**src/design/wpo_pkg.sv**
```systemverilog
// wpo_pkg: shared widths, register indexes, reset values and the
// controller/datapath command and status bundles of the peak overview block.
// No dependencies.
package wpo_pkg;

   localparam int DEF_SAMPLE_BITS  = 24;
   localparam int DEF_MAX_CHANNELS = 8;
   localparam int DEF_MAX_BINS     = 65536;

   localparam int CHCNT_W    = 4;    // channel_count register
   localparam int FRAME_W    = 25;   // frame_count register, frame counters
   localparam int BINCNT_W   = 17;   // bin_count register, bin counters
   localparam int BIN_NUM_W  = 16;   // bin_number field
   localparam int CSR_DATA_W = 25;
   localparam int CSR_IDX_W  = 2;
   localparam int RATIO_SHIFT = 5;   // bins may not exceed 32 x frames

   localparam logic [CHCNT_W-1:0]  RST_CHANNELS = CHCNT_W'(1);
   localparam logic [FRAME_W-1:0]  RST_FRAMES   = FRAME_W'(1);
   localparam logic [BINCNT_W-1:0] RST_BINS     = BINCNT_W'(1024);

   typedef enum logic [CSR_IDX_W-1:0] {
      REG_CHANNELS = 2'd0,
      REG_FRAMES   = 2'd1,
      REG_BINS     = 2'd2
   } reg_index_type;

   typedef struct packed {
      logic div_cfg_start;  // start frames / bins divide
      logic load_ratio;     // take quotient and remainder as bin step
      logic restart;        // clear stream state
      logic take;           // accumulate the accepted sample
      logic div_mag_start;  // start |frame sum| / channels divide
      logic emit;           // close the current bin
      logic update;         // fold mono magnitude into peak, count frame
      logic finish;         // push held result as last of the beat
      logic err_out;        // push a config error result
   } cmd_type;

   typedef struct packed {
      logic cfg_write;   // a known register is written this cycle
      logic frame_end;   // the sample on the input closes a frame
      logic bad_ratio;
      logic div_done;
      logic more;        // current bin ends at or before the frame index
      logic frame_open;  // frame index below frame count
      logic can_emit;
      logic held_valid;
      logic out_free;
      logic last_seen;   // the beat being worked on carried tlast
   } status_type;

endpackage

```
**src/design/wpo_div.sv**
```systemverilog
// wpo_div: restoring unsigned divider, one quotient bit per cycle.
// Depends on nothing; shared by the ratio setup and the channel average.
module wpo_div #(
   parameter int N = 27,  // dividend and quotient width
   parameter int D = 17   // divisor and remainder width
) (
   input  logic         clock,
   input  logic         reset,
   input  logic         start,
   input  logic [N-1:0] dividend,
   input  logic [D-1:0] divisor,
   output logic         done,
   output logic [N-1:0] quotient,
   output logic [D-1:0] remainder
);

   localparam int CNT_W = $clog2(N + 1);

   logic [N-1:0]     quo_ff, quo_in;
   logic [D-1:0]     rem_ff, rem_in;
   logic [D-1:0]     dvs_ff, dvs_in;
   logic [CNT_W-1:0] cnt_ff, cnt_in;
   logic             busy_ff, busy_in;
   logic             done_ff, done_in;
   logic [D:0]       rem_sh;
   logic             ge;

   always_comb begin
      rem_sh  = {rem_ff, quo_ff[N-1]};
      ge      = rem_sh >= {1'b0, dvs_ff};
      quo_in  = quo_ff;
      rem_in  = rem_ff;
      dvs_in  = dvs_ff;
      cnt_in  = cnt_ff;
      busy_in = busy_ff;
      done_in = 1'b0;
      if (start) begin
         quo_in  = dividend;
         rem_in  = '0;
         dvs_in  = divisor;
         cnt_in  = CNT_W'(N);
         busy_in = 1'b1;
      end else if (busy_ff) begin
         quo_in = {quo_ff[N-2:0], ge};
         rem_in = ge ? D'(rem_sh - {1'b0, dvs_ff}) : rem_sh[D-1:0];
         cnt_in = cnt_ff - CNT_W'(1);
         if (cnt_ff == CNT_W'(1)) begin
            busy_in = 1'b0;
            done_in = 1'b1;
         end
      end
   end

   always_ff @(posedge clock) begin
      if (reset) begin
         busy_ff <= 1'b0;
         done_ff <= 1'b0;
         cnt_ff  <= '0;
      end else begin
         busy_ff <= busy_in;
         done_ff <= done_in;
         cnt_ff  <= cnt_in;
      end
   end

   always_ff @(posedge clock) begin
      quo_ff <= quo_in;
      rem_ff <= rem_in;
      dvs_ff <= dvs_in;
   end

   assign done      = done_ff;
   assign quotient  = quo_ff;
   assign remainder = rem_ff;

endmodule

```
**src/design/wpo_datapath.sv**
```systemverilog
// wpo_datapath: config registers, frame accumulator, bin boundary stepper,
// running peak, held result and output register. Uses wpo_pkg and wpo_div.
module wpo_datapath
   import wpo_pkg::*;
#(
   parameter int SAMPLE_BITS  = DEF_SAMPLE_BITS,
   parameter int MAX_CHANNELS = DEF_MAX_CHANNELS,
   parameter int MAX_BINS     = DEF_MAX_BINS
) (
   input  logic                          clock,
   input  logic                          reset,
   input  logic                          csr_we,
   input  logic [CSR_IDX_W-1:0]          csr_index,
   input  logic [CSR_DATA_W-1:0]         csr_data,
   input  logic signed [SAMPLE_BITS-1:0] sample,
   input  logic                          sample_last,
   input  cmd_type                       cmd,
   output status_type                    status,
   output logic                          rsp_tvalid,
   input  logic                          rsp_tready,
   output logic [SAMPLE_BITS-1:0]        out_peak,
   output logic [BIN_NUM_W-1:0]          out_bin,
   output logic                          rsp_tlast,
   output logic                          rsp_tuser
);

   localparam int EC_W  = $clog2(MAX_CHANNELS + 1);
   localparam int SUM_W = SAMPLE_BITS + $clog2(MAX_CHANNELS);
   localparam int DIV_N = (SUM_W > FRAME_W) ? SUM_W : FRAME_W;

   // config
   logic [CHCNT_W-1:0]  ch_ff, ch_in;
   logic [FRAME_W-1:0]  fr_ff, fr_in;
   logic [BINCNT_W-1:0] bn_ff, bn_in;
   logic [EC_W-1:0]     eff_c;
   logic [FRAME_W-1:0]  eff_f;
   logic [BINCNT_W-1:0] eff_b;

   // stream state
   logic [EC_W-1:0]         ci_ff, ci_in, ci_inc;
   logic signed [SUM_W-1:0] sum_ff, sum_in;
   logic [SUM_W-1:0]        abs_sum;
   logic [FRAME_W-1:0]      fidx_ff, fidx_in;
   logic [BINCNT_W-1:0]     bidx_ff, bidx_in;
   logic [FRAME_W-1:0]      bend_ff, bend_in;
   logic [BINCNT_W-1:0]     erem_ff, erem_in;
   logic [FRAME_W-1:0]      q_ff, q_in;
   logic [BINCNT_W-1:0]     r_ff, r_in;
   logic [SAMPLE_BITS-1:0]  peak_ff, peak_in;
   logic                    last_ff, last_in;
   logic [BINCNT_W:0]       erem_sum;
   logic                    wrap;

   // held result and output register
   logic                   hv_ff, hv_in;
   logic [SAMPLE_BITS-1:0] hpeak_ff, hpeak_in;
   logic [BIN_NUM_W-1:0]   hbin_ff, hbin_in;
   logic                   ov_ff, ov_in;
   logic                   load_out;
   logic [SAMPLE_BITS-1:0] opeak_ff, opeak_in;
   logic [BIN_NUM_W-1:0]   obin_ff, obin_in;
   logic                   olast_ff, olast_in;
   logic                   oerr_ff, oerr_in;

   // divider
   logic                div_start;
   logic [DIV_N-1:0]    div_dvd;
   logic [BINCNT_W-1:0] div_dvs;
   logic                div_done;
   logic [DIV_N-1:0]    div_q;
   logic [BINCNT_W-1:0] div_r;
   logic [SAMPLE_BITS-1:0] mag;

   always_comb begin
      if (ch_ff == '0)
         eff_c = EC_W'(1);
      else if (int'(ch_ff) > MAX_CHANNELS)
         eff_c = EC_W'(MAX_CHANNELS);
      else
         eff_c = EC_W'(ch_ff);
      eff_f = (fr_ff == '0) ? FRAME_W'(1) : fr_ff;
      if (bn_ff == '0)
         eff_b = BINCNT_W'(1);
      else if (int'(bn_ff) > MAX_BINS)
         eff_b = BINCNT_W'(MAX_BINS);
      else
         eff_b = bn_ff;
   end

   assign abs_sum   = sum_ff[SUM_W-1] ? SUM_W'(-sum_ff) : SUM_W'(sum_ff);
   assign div_start = cmd.div_cfg_start | cmd.div_mag_start;
   assign div_dvd   = cmd.div_cfg_start ? DIV_N'(eff_f) : DIV_N'(abs_sum);
   assign div_dvs   = cmd.div_cfg_start ? eff_b : BINCNT_W'(eff_c);
   assign mag       = div_q[SAMPLE_BITS-1:0];

   wpo_div #(
      .N(DIV_N),
      .D(BINCNT_W)
   ) u_div (
      .clock     (clock),
      .reset     (reset),
      .start     (div_start),
      .dividend  (div_dvd),
      .divisor   (div_dvs),
      .done      (div_done),
      .quotient  (div_q),
      .remainder (div_r)
   );

   assign ci_inc   = ci_ff + EC_W'(1);
   assign erem_sum = {1'b0, erem_ff} + {1'b0, r_ff};
   assign wrap     = erem_sum >= {1'b0, eff_b};

   always_comb begin
      status.cfg_write  = csr_we && (csr_index == REG_CHANNELS ||
                                     csr_index == REG_FRAMES ||
                                     csr_index == REG_BINS);
      status.frame_end  = (ci_inc >= eff_c) || sample_last;
      status.bad_ratio  = {13'd0, eff_b} > {eff_f, RATIO_SHIFT'(0)};
      status.div_done   = div_done;
      status.more       = (bidx_ff < eff_b) && (bend_ff <= fidx_ff);
      status.frame_open = fidx_ff < eff_f;
      status.out_free   = !ov_ff || rsp_tready;
      status.can_emit   = !hv_ff || status.out_free;
      status.held_valid = hv_ff;
      status.last_seen  = last_ff;
   end

   always_comb begin
      ch_in = ch_ff;
      fr_in = fr_ff;
      bn_in = bn_ff;
      if (csr_we) begin
         case (csr_index)
            REG_CHANNELS: ch_in = csr_data[CHCNT_W-1:0];
            REG_FRAMES:   fr_in = csr_data[FRAME_W-1:0];
            REG_BINS:     bn_in = csr_data[BINCNT_W-1:0];
            default: ;
         endcase
      end

      ci_in   = ci_ff;
      sum_in  = sum_ff;
      fidx_in = fidx_ff;
      bidx_in = bidx_ff;
      bend_in = bend_ff;
      erem_in = erem_ff;
      q_in    = q_ff;
      r_in    = r_ff;
      peak_in = peak_ff;
      last_in = last_ff;
      hv_in    = hv_ff;
      hpeak_in = hpeak_ff;
      hbin_in  = hbin_ff;
      ov_in    = ov_ff && !rsp_tready;
      load_out = 1'b0;
      opeak_in = hpeak_ff;
      obin_in  = hbin_ff;
      olast_in = 1'b0;
      oerr_in  = 1'b0;

      if (cmd.restart) begin
         ci_in   = '0;
         sum_in  = '0;
         fidx_in = '0;
         bidx_in = '0;
         peak_in = '0;
         bend_in = q_ff;
         erem_in = r_ff;
      end
      if (cmd.load_ratio) begin
         q_in    = div_q[FRAME_W-1:0];
         r_in    = div_r;
         bend_in = div_q[FRAME_W-1:0];
         erem_in = div_r;
      end
      if (cmd.take) begin
         sum_in  = sum_ff + SUM_W'(sample);
         ci_in   = status.frame_end ? '0 : ci_inc;
         last_in = sample_last;
      end
      if (cmd.div_mag_start)
         sum_in = '0;
      if (cmd.update) begin
         if (mag > peak_ff)
            peak_in = mag;
         fidx_in = fidx_ff + FRAME_W'(1);
      end
      if (cmd.emit) begin
         // older held bin moves out, the closing bin takes its place
         if (hv_ff) begin
            ov_in    = 1'b1;
            load_out = 1'b1;
         end
         hv_in    = 1'b1;
         hpeak_in = peak_ff;
         hbin_in  = bidx_ff[BIN_NUM_W-1:0];
         peak_in  = '0;
         bidx_in  = bidx_ff + BINCNT_W'(1);
         bend_in  = bend_ff + q_ff + FRAME_W'(wrap);
         erem_in  = wrap ? BINCNT_W'(erem_sum - {1'b0, eff_b}) : erem_sum[BINCNT_W-1:0];
      end
      if (cmd.finish) begin
         hv_in    = 1'b0;
         ov_in    = 1'b1;
         load_out = 1'b1;
         olast_in = 1'b1;
      end
      if (cmd.err_out) begin
         ov_in    = 1'b1;
         load_out = 1'b1;
         opeak_in = '0;
         obin_in  = '0;
         olast_in = 1'b1;
         oerr_in  = 1'b1;
      end
   end

   always_ff @(posedge clock) begin
      if (reset) begin
         ch_ff   <= RST_CHANNELS;
         fr_ff   <= RST_FRAMES;
         bn_ff   <= RST_BINS;
         ci_ff   <= '0;
         sum_ff  <= '0;
         fidx_ff <= '0;
         bidx_ff <= '0;
         bend_ff <= '0;
         erem_ff <= '0;
         q_ff    <= '0;
         r_ff    <= '0;
         peak_ff <= '0;
         last_ff <= 1'b0;
         hv_ff   <= 1'b0;
         ov_ff   <= 1'b0;
      end else begin
         ch_ff   <= ch_in;
         fr_ff   <= fr_in;
         bn_ff   <= bn_in;
         ci_ff   <= ci_in;
         sum_ff  <= sum_in;
         fidx_ff <= fidx_in;
         bidx_ff <= bidx_in;
         bend_ff <= bend_in;
         erem_ff <= erem_in;
         q_ff    <= q_in;
         r_ff    <= r_in;
         peak_ff <= peak_in;
         last_ff <= last_in;
         hv_ff   <= hv_in;
         ov_ff   <= ov_in;
      end
   end

   always_ff @(posedge clock) begin
      hpeak_ff <= hpeak_in;
      hbin_ff  <= hbin_in;
      if (load_out) begin
         opeak_ff <= opeak_in;
         obin_ff  <= obin_in;
         olast_ff <= olast_in;
         oerr_ff  <= oerr_in;
      end
   end

   assign rsp_tvalid = ov_ff;
   assign out_peak   = opeak_ff;
   assign out_bin    = obin_ff;
   assign rsp_tlast  = olast_ff;
   assign rsp_tuser  = oerr_ff;

endmodule

```
**src/design/wpo_ctrl.sv**
```systemverilog
// wpo_ctrl: sequencer for setup, sample intake, channel divide and bin flush.
// Uses wpo_pkg; drives the datapath only through cmd_type.
module wpo_ctrl
   import wpo_pkg::*;
(
   input  logic       clock,
   input  logic       reset,
   input  logic       req_tvalid,
   output logic       req_tready,
   input  status_type status,
   output cmd_type    cmd
);

   typedef enum logic [3:0] {
      S_START,
      S_CFG,
      S_IDLE,
      S_ERR,
      S_MSTART,
      S_MDIV,
      S_FLUSH1,
      S_UPD,
      S_FLUSH2,
      S_FIN
   } state_type;

   state_type state_ff, state_in;
   logic      ready_ff;
   logic      accept;

   assign accept = req_tvalid && ready_ff;

   always_comb begin
      cmd      = '0;
      state_in = state_ff;
      case (state_ff)
         S_START: begin
            cmd.div_cfg_start = 1'b1;
            state_in          = S_CFG;
         end
         S_CFG: begin
            if (status.div_done) begin
               cmd.load_ratio = 1'b1;
               cmd.restart    = 1'b1;
               state_in       = S_IDLE;
            end
         end
         S_IDLE: begin
            if (accept) begin
               if (status.bad_ratio) begin
                  state_in = S_ERR;
               end else begin
                  cmd.take = 1'b1;
                  if (status.frame_end)
                     state_in = S_MSTART;
               end
            end
         end
         S_ERR: begin
            if (status.out_free) begin
               cmd.err_out = 1'b1;
               state_in    = S_IDLE;
            end
         end
         S_MSTART: begin
            cmd.div_mag_start = 1'b1;
            state_in          = S_MDIV;
         end
         S_MDIV: begin
            if (status.div_done)
               state_in = status.frame_open ? S_FLUSH1 : S_FIN;
         end
         S_FLUSH1: begin
            if (!status.more)
               state_in = S_UPD;
            else if (status.can_emit)
               cmd.emit = 1'b1;
         end
         S_UPD: begin
            cmd.update = 1'b1;
            state_in   = S_FLUSH2;
         end
         S_FLUSH2: begin
            if (!status.more)
               state_in = S_FIN;
            else if (status.can_emit)
               cmd.emit = 1'b1;
         end
         S_FIN: begin
            if (!status.held_valid) begin
               cmd.restart = status.last_seen;
               state_in    = S_IDLE;
            end else if (status.out_free) begin
               cmd.finish  = 1'b1;
               cmd.restart = status.last_seen;
               state_in    = S_IDLE;
            end
         end
         default: state_in = S_START;
      endcase
      // any register write recomputes the bin step and restarts the stream
      if (status.cfg_write) begin
         cmd      = '0;
         state_in = S_START;
      end
   end

   always_ff @(posedge clock) begin
      if (reset) begin
         state_ff <= S_START;
         ready_ff <= 1'b0;
      end else begin
         state_ff <= state_in;
         ready_ff <= (state_in == S_IDLE);
      end
   end

   assign req_tready = ready_ff;

endmodule

```
**src/design/waveform_peak_overview.sv**
```systemverilog
// waveform_peak_overview: top level of the peak envelope decimator.
// Depends on wpo_pkg, wpo_ctrl, wpo_datapath (which holds wpo_div).
//
// Usage
//   req_*  : one interleaved signed sample per beat; tlast marks the final
//            sample of the stream and closes a partial frame.
//   rsp_*  : one beat per closed bin: peak and bin number in tdata, tlast on
//            the last result caused by an input beat, tuser = config error.
//   csr_*  : write channel_count (0), frame_count (1), bin_count (2) while
//            idle. A write restarts the stream and recomputes the bin step.
// Flow
//   A sample that does not close a frame keeps req_tready high. A sample that
//   closes one holds it low while the divider (DIV_N = max(25, sample bits +
//   log2 channels) bits, 27 by default, one bit per cycle) forms the average
//   and each closed bin is emitted. Results stream out while the block works.
// Reset and stalls
//   After reset and after each register write the divider computes the bin
//   step (frames / bins) with req_tready low. If rsp_tready stays low, one
//   result sits in the output register, one more is held, and the block then
//   stops until the receiver takes a beat; nothing is lost.
//   With bins above 32 x frames every sample yields one error result.
module waveform_peak_overview
   import wpo_pkg::*;
#(
   parameter int SAMPLE_BITS  = DEF_SAMPLE_BITS,
   parameter int MAX_CHANNELS = DEF_MAX_CHANNELS,
   parameter int MAX_BINS     = DEF_MAX_BINS
) (
   input  logic                                     clock,
   input  logic                                     reset,
   // input sample stream
   input  logic                                     req_tvalid,
   output logic                                     req_tready,
   input  logic [((SAMPLE_BITS+7)/8)*8-1:0]         req_tdata,  // sample
   input  logic                                     req_tlast,  // last_sample
   // result stream
   output logic                                     rsp_tvalid,
   input  logic                                     rsp_tready,
   output logic [((SAMPLE_BITS+BIN_NUM_W+7)/8)*8-1:0] rsp_tdata, // peak, bin_number
   output logic                                     rsp_tlast,  // run_last
   output logic                                     rsp_tuser,  // config_error
   // register writes
   input  logic                                     csr_we,
   input  logic [CSR_IDX_W-1:0]                     csr_index,
   input  logic [CSR_DATA_W-1:0]                    csr_data
);

   localparam int OUT_W = ((SAMPLE_BITS + BIN_NUM_W + 7) / 8) * 8;

   cmd_type                cmd;
   status_type             status;
   logic [SAMPLE_BITS-1:0] out_peak;
   logic [BIN_NUM_W-1:0]   out_bin;

   wpo_ctrl u_ctrl (
      .clock      (clock),
      .reset      (reset),
      .req_tvalid (req_tvalid),
      .req_tready (req_tready),
      .status     (status),
      .cmd        (cmd)
   );

   wpo_datapath #(
      .SAMPLE_BITS  (SAMPLE_BITS),
      .MAX_CHANNELS (MAX_CHANNELS),
      .MAX_BINS     (MAX_BINS)
   ) u_datapath (
      .clock       (clock),
      .reset       (reset),
      .csr_we      (csr_we),
      .csr_index   (csr_index),
      .csr_data    (csr_data),
      .sample      (req_tdata[SAMPLE_BITS-1:0]),
      .sample_last (req_tlast),
      .cmd         (cmd),
      .status      (status),
      .rsp_tvalid  (rsp_tvalid),
      .rsp_tready  (rsp_tready),
      .out_peak    (out_peak),
      .out_bin     (out_bin),
      .rsp_tlast   (rsp_tlast),
      .rsp_tuser   (rsp_tuser)
   );

   // peak in the low bits, bin number above, zero fill to whole bytes
   assign rsp_tdata = OUT_W'({out_bin, out_peak});

endmodule

```
**config.mk**
```make
export PLATFORM = sky130hd
export DESIGN_NAME = waveform_peak_overview
export DESIGN_NICKNAME = d
export VERILOG_FILES = /design/src/design/wpo_pkg.sv /design/src/design/wpo_div.sv /design/src/design/wpo_datapath.sv /design/src/design/wpo_ctrl.sv /design/src/design/waveform_peak_overview.sv
export SDC_FILE = /design/constraint.sdc
export NUM_CORES = 1
export LEC_CHECK = 0
export BUFFER_PORTS_ARGS = -buffer_cell sky130_fd_sc_hd__buf_2
export CORE_ASPECT_RATIO = 0.75
export CORE_UTILIZATION = 35
export CTS_BUF_LIST = sky130_fd_sc_hd__clkbuf_8
export CTS_CLUSTER_SIZE = 40
export DETAILED_ROUTE_END_ITERATION = 7
export GPL_TIMING_DRIVEN = 0
export PLACE_DENSITY_LB_ADDON = 0.2
export REMOVE_ABC_BUFFERS = 1
export SYNTH_ARGS = -nofsm -noshare
export SYNTH_HDL_FRONTEND = slang
export SYNTH_SLANG_ARGS = --single-unit
```
**constraint.sdc**
```tcl
create_clock -name clock -period 8.5 [get_ports clock]
set_input_delay 0.425 -clock clock [delete_from_list [all_inputs] [get_ports clock]]
set_output_delay 0.425 -clock clock [all_outputs]
set_load 0.05 [all_outputs]
```
# Yosys cells after proc, flatten, opt, wreduce, memory -nomap -nowiden

Index checks and enable logic that the tools add are counted.
Widths: inputs -> output; s select.

Memories: 0
Register bits after elaboration: 385
Output and inout port bits: 44
Input bits: 57
Bits in latches: 0
Word-level logic and storage cells: 175
RAM bits: 0
Memory bits (read-only): 0

Multipliers: 0
Add/sub/neg operators: 11
Equality and inequality tests: 13
Reduce and logical (&&, ||, !) cells: 31
Bitwise gates (word level): 2
Divide/modulo/power cells: 0
Order comparisons: 10
Multiplexer cells: 77
Shifts and indexed selects: 0

Operator list:

| cell                  | number |
|---|---|
| $mux 27               | 6 |
| $mux 17               | 9 |
| $mux 25               | 6 |
| $mux 24               | 3 |
| $mux 4                | 17 |
| $pmux 4 s10           | 1 |
| $ge 18x17->1          | 2 |
| $sub 17x17->17        | 2 |
| $gt 17x30->1          | 1 |
| $mux 1                | 30 |
| $add 27x24->27        | 1 |
| $neg 27->27           | 1 |
| $add 25x1->25         | 1 |
| $add 25x1->25 const B | 1 |
| $add 25x25->25        | 1 |
| $le 25x25->1          | 1 |
| $logic_not 25->1      | 1 |
| $lt 25x25->1          | 1 |
| $gt 24x24->1          | 1 |
| $add 17x17->18        | 1 |
| $add 17x1->17 const B | 1 |
| $gt 17x17->1 const B  | 1 |
| $logic_not 17->1      | 1 |
| $lt 17x17->1          | 1 |
| 27 further kinds      | 53 |

# Logic depth before layout (Yosys ltp)

Depth after elaboration: 11
Gate-level depth with buffers: 30
Mapped depth without buffers: 29

# Hierarchy

A second synthesis with hierarchy kept.

Cells, all modules: 2702
Area total of the unflattened synthesis: 24011.8 sq um

By module, submodules not included:

| module       | area each (sq um) | instances | cells each |
|---|---|---|---|
| wpo_datapath | 19787.7           | 1         | 2301 |
| wpo_div      | 3747.3            | 1         | 334 |
| wpo_ctrl     | 476.7             | 1         | 67 |

# Worst setup path before layout

Ideal clock, no wire load.

Kind: register to register
From: register u_datapath.r_ff[0]
To: register u_datapath.bend_ff[22]
Required time: 8.376 ns
Arrival: 6.241 ns
Stages on the path, launching flop included: 31
Setup time: 0.124 ns
Period minus slack after synthesis: 6.365 ns
Slack: 2.135 ns
Cell sequence: dfxtp_1 > ha_1 > inv_1 > fa_1 > nor2b_1 > o21a_1 > o21ai_0 > a311o_1 > a21oi_1 > o31a_1 > a21oi_1 > ha_1 > nand4_1 > nor4_1 > nand4_1 > o21ai_0 > nor3_1 > o211ai_2 > clkbuf_1 > inv_1 > fa_1 > fa_1 > nor2b_1 > o21ai_1 > a21oi_1 > o41a_1 > nor3_1 > or4_1 > a21o_1 > and3_1 > a2111o_1

Cells in the longest elaborated chain, start to end: 4

RTL lines:

| item                   | line                | source |
|---|---|---|
| from (decl)            | wpo_datapath.sv:48  | `logic [BINCNT_W-1:0] r_ff, r_in;` |
| from (signal assigned) | wpo_datapath.sv:247 | `r_ff <= r_in;` |
| $add 17x17->18         | wpo_datapath.sv:111 | `assign erem_sum = {1'b0, erem_ff} + {1'b0, r_ff};` |
| $ge 18x17->1           | wpo_datapath.sv:112 | `assign wrap = erem_sum >= {1'b0, eff_b};` |
| $add 25x1->25          | wpo_datapath.sv:200 | `bend_in = bend_ff + q_ff + FRAME_W'(wrap);` |
| $mux 25                | wpo_datapath.sv:189 | `if (cmd.emit) begin` |
| to (signal assigned)   | wpo_datapath.sv:244 | `bend_ff <= bend_in;` |
| to (decl)              | wpo_datapath.sv:45  | `logic [FRAME_W-1:0] bend_ff, bend_in;` |

Every way passes these cells.
A chain may end at the register's enable or synchronous reset.

# Worst setup path after layout

Ends and elaborated chain as after synthesis.

==> flow_summary.json <==
{
  "async_reset_ff_frac": 0,
  "finalCritPeriodShare": 0.9393,
  "fin_crit_ns": 7.984,
  "drc": 0,
  "drive_gt1_frac": 0.08722,
  "max_stage_delay_ns": 0.61,
  "post_cts_buffers": 0,
  "drt_iter0_drc": 1752,
  "post_synth.cell_area_avg_sq_um": 8.488,
  "hold_ws_ns": 0.04830,
  "crit_slowest_cell": "or4_1",
  "vias_per_cell": 5.574,
  "io_buffers": 100,
  "io_pins": 101,
  "grt_pass1_vias": 20265,
  "place_area_sq_um": 25420,
  "path_clk_slew_ns": 0.06,
  "path_max_fanout": 27,
  "reg2reg_to": "u_datapath.bend_ff[22]",
  "min_path_cells": 3,
  "synth_cells": 2808,
  "p_leak_uw": 0.01071,
  "dieWidth_um": 303.3,
  "start_util": 0.3552,
  "ir_drop_uv": 91.96,
  "h-tree-depth": 3,
  "gp_congestion": 0.8807,
  "status": "finished clean",
  "slew_violations": 0,
  "clk_path_buf_depth": 3,
  "grtUsageTotal": 0.2108,
  "design.die.area_sq_um": 69160,
  "synthFlopType": "dfxtp_1",
  "yosysSeqAreaShare": 0.3763,
  "gr-total-overflow": 0,
  "insertion_delay_ns": 0.66,
  "syn-cell-area_sq_um": 23840,
  "avgRoutedWirePerCell_um": 19.23,
  "core_sq_um": 67100,
  "antenna_found_initial": 2,
  "tightestPinTransition_ns": 1.423,
  "reg2regPathDepth": 29,
  "setup_violations": 0,
  "startpoint": "u_datapath.r_ff[0]",
  "ys_types": 77,
  "drt_wl_total_um": 73410,
  "power-per-cell-area_nw_per_um2": 161.1,
  "synth_edf_count": 126,
  "worst_clock_skew_ns": 0.02880,
  "antenna_left": 0,
  "area_delta_synth_final_pct": 12.50,
  "hold_class": "in2reg",
  "numCtsBuffers": 70,
  "rows": 82,
  "final_nets": 3155,
  "crit_type": "reg2reg",
  "root_buffer": "clkbuf_8",
  "dp_hpwl_um": 54910,
  "worst_setup_path_start_kind": "register",
  "cts_tree": "done",
  "rsz0062_at_grt": "false",
  "final_util": 0.3996,
  "ys_ff_latch": 385,
  "worstPathArrival_ns": 8.52,
  "r2r-start": "u_datapath.r_ff[0]",
  "drv_cap": 0,
  "grt_pass1_wl_um": 114700,
  "design_area_sq_um": 26810,
  "firstDrtPassIters": 5,
  "hold_viol": 0,
  "grt_max_degree": 96,
  "via_count": 21280,
  "cts_sinks": 385,
  "slew_headroom": 0.04879,
  "endpoint": "u_datapath.bend_ff[22]",
  "ys.warnings.count": 0,
  "fmax_mhz": 125.3,
  "crit_path_end_kind": "register",
  "fp.dieH_um": 228,
  "cp.required_ns": 9.04,
  "ff2ff_setup_slack_ns": 0.52
}
-- cells by family (layout without fill, tap and decap cells) --
family,after synthesis,count (layout),share of synthesized area
fa+ha+maj,217,217,0.1158
xor+xnor,99,99,0.03638
mux,57,57,0.02415
other cells,0,1,0
simple gates,987,987,0.1975
compound gates,783,783,0.2056
flops,385,385,0.3763
buf+inv,280,407,0.04430
-- cells in the final DEF (no fill, tap or decap), types with 88 or more instances in the layout --
| master | Yosys | layout |
|---|---|---|
| nand2_1 | 291 | 290 |
| o21ai_0 | 121 | 121 |
| buf_2 | 4 | 99 |
| a21oi_1 | 282 | 282 |
| nor2_1 | 261 | 259 |
| edfxtp_1 | 126 | 126 |
| dfxtp_1 | 259 | 259 |
| inv_1 | 146 | 178 |
| nand3_1 | 88 | 88 |
| ha_1 | 211 | 211 |
-- area by class of cell --
class	instances	area, sq um
inverters	149	559.3
repair buffers	132	998.5
multi-input cells	2143	13880
flip-flops and latches	385	8969
clock inverters	49	237.7
clock buffers	77	1060
fillers	6799	40280
well taps	882	1104
diodes	1	2.502
-- cells in the mapped netlist, drive strengths merged, types with 10 or more instances --
master,n,area share
nand2,291,0.046
a21oi,282,0.059
nor2,261,0.041
dfxtp,259,0.22
ha,211,0.11
inv,146,0.023
o21ai,142,0.030
edfxtp,126,0.16
clkbuf,114,0.018
nand3,88,0.018
nor3,72,0.016
a211oi,65,0.020
o211ai,62,0.020
xnor2,59,0.022
a21o,58,0.018
mux2i,53,0.022
and2,49,0.013
nand4,42,0.011
xor2,40,0.015
o21a,34,0.011
a31oi,28,0.0073
and3,28,0.0073
or3,28,0.0073
nor2b,27,0.0071
nor4,24,0.0072
nand2b,19,0.0050
o31ai,19,0.0060
buf,17,0.0029
nand3b,17,0.0054
or2,12,0.0031
o311ai,10,0.0037
-- layer usage --
metal,up-vias,part of all wire,GRT usage
met5,-,0,0
li1,10369,-,-
met3,106,0.069,0.03686
met2,643,0.40,0.2889
met1,10162,0.51,0.3277
met4,0,0.025,0.06594
-- metrics by stage --
stage | total power (uW) | setup TNS [ns] | setup slack [ns] | cells
3_3_place_gp | 2633 | -336.61 | -4.547 | 3659
4_1_cts | 4364 | 0 | 0.3982 | 3817
6_report | 4319 | 0 | 0.5160 | 3818
3_5_place_dp | 2660 | 0 | 0.4154 | 3683
5_1_grt | 4522 | 0 | 0.003848 | 3818
2_1_floorplan | 2411 | 0 | 1.081 | 2677
-- power by group --
group	internal (uW)	switching, uW
Sequential	1950	102
Combinational	213	370
Clock	863	817
Total	3030	1290
-- sequential cells by signal, indices dropped and copies added (netlist names), 5 cells and up --
| register | flops |
|---|---|
| u_datapath.sum_ff | 27 |
| u_datapath.peak_ff | 24 |
| u_datapath.fidx_ff | 25 |
| u_datapath.bend_ff | 25 |
| u_datapath.out_bin | 16 |
| u_datapath.r_ff | 17 |
| u_datapath.hbin_ff | 16 |
| u_datapath.q_ff | 25 |
| u_datapath.u_div.quotient | 27 |
| u_datapath.out_peak | 24 |
| u_datapath.u_div.remainder | 17 |
| u_datapath.erem_ff | 17 |
| u_datapath.u_div.dvs_ff | 17 |
| u_datapath.u_div.cnt_ff | 5 |
| u_datapath.hpeak_ff | 24 |
| u_datapath.bidx_ff | 17 |
| u_datapath.bn_ff | 17 |
| u_datapath.fr_ff | 25 |
-- how the worst min path moves through the flow --
stage                               to                   start
4_1_cts           u_datapath.fr_ff[17]            csr_data[17]
3_5_place_dp   u_datapath.hpeak_ff[10]  u_datapath.peak_ff[10]
5_1_grt            u_datapath.bn_ff[4]             csr_data[4]
6_report           u_datapath.bn_ff[4]             csr_data[4]
3_3_place_gp     u_datapath.bend_ff[0]   u_datapath.bend_ff[0]
2_1_floorplan  u_datapath.hpeak_ff[10]  u_datapath.peak_ff[10]
-- critical path, delay by kind of cell (launching register included) --
family / cells / cell delay (ns)
buffers and inverters: 2 / 0.36
flip-flops: 1 / 0.35
adder cells (fa/ha/maj): 5 / 1.88
AND/OR/NAND/NOR: 9 / 2.21
AO/OA/AOI/OAI: 13 / 3.04
-- repair_timing --
item	CTS	global route
endpoints found under the hold margin	8	0
resized for setup	0	2
hold buffers	8	0
endpoints found under the setup margin	0	2
(Power assumes the default switching activity.)
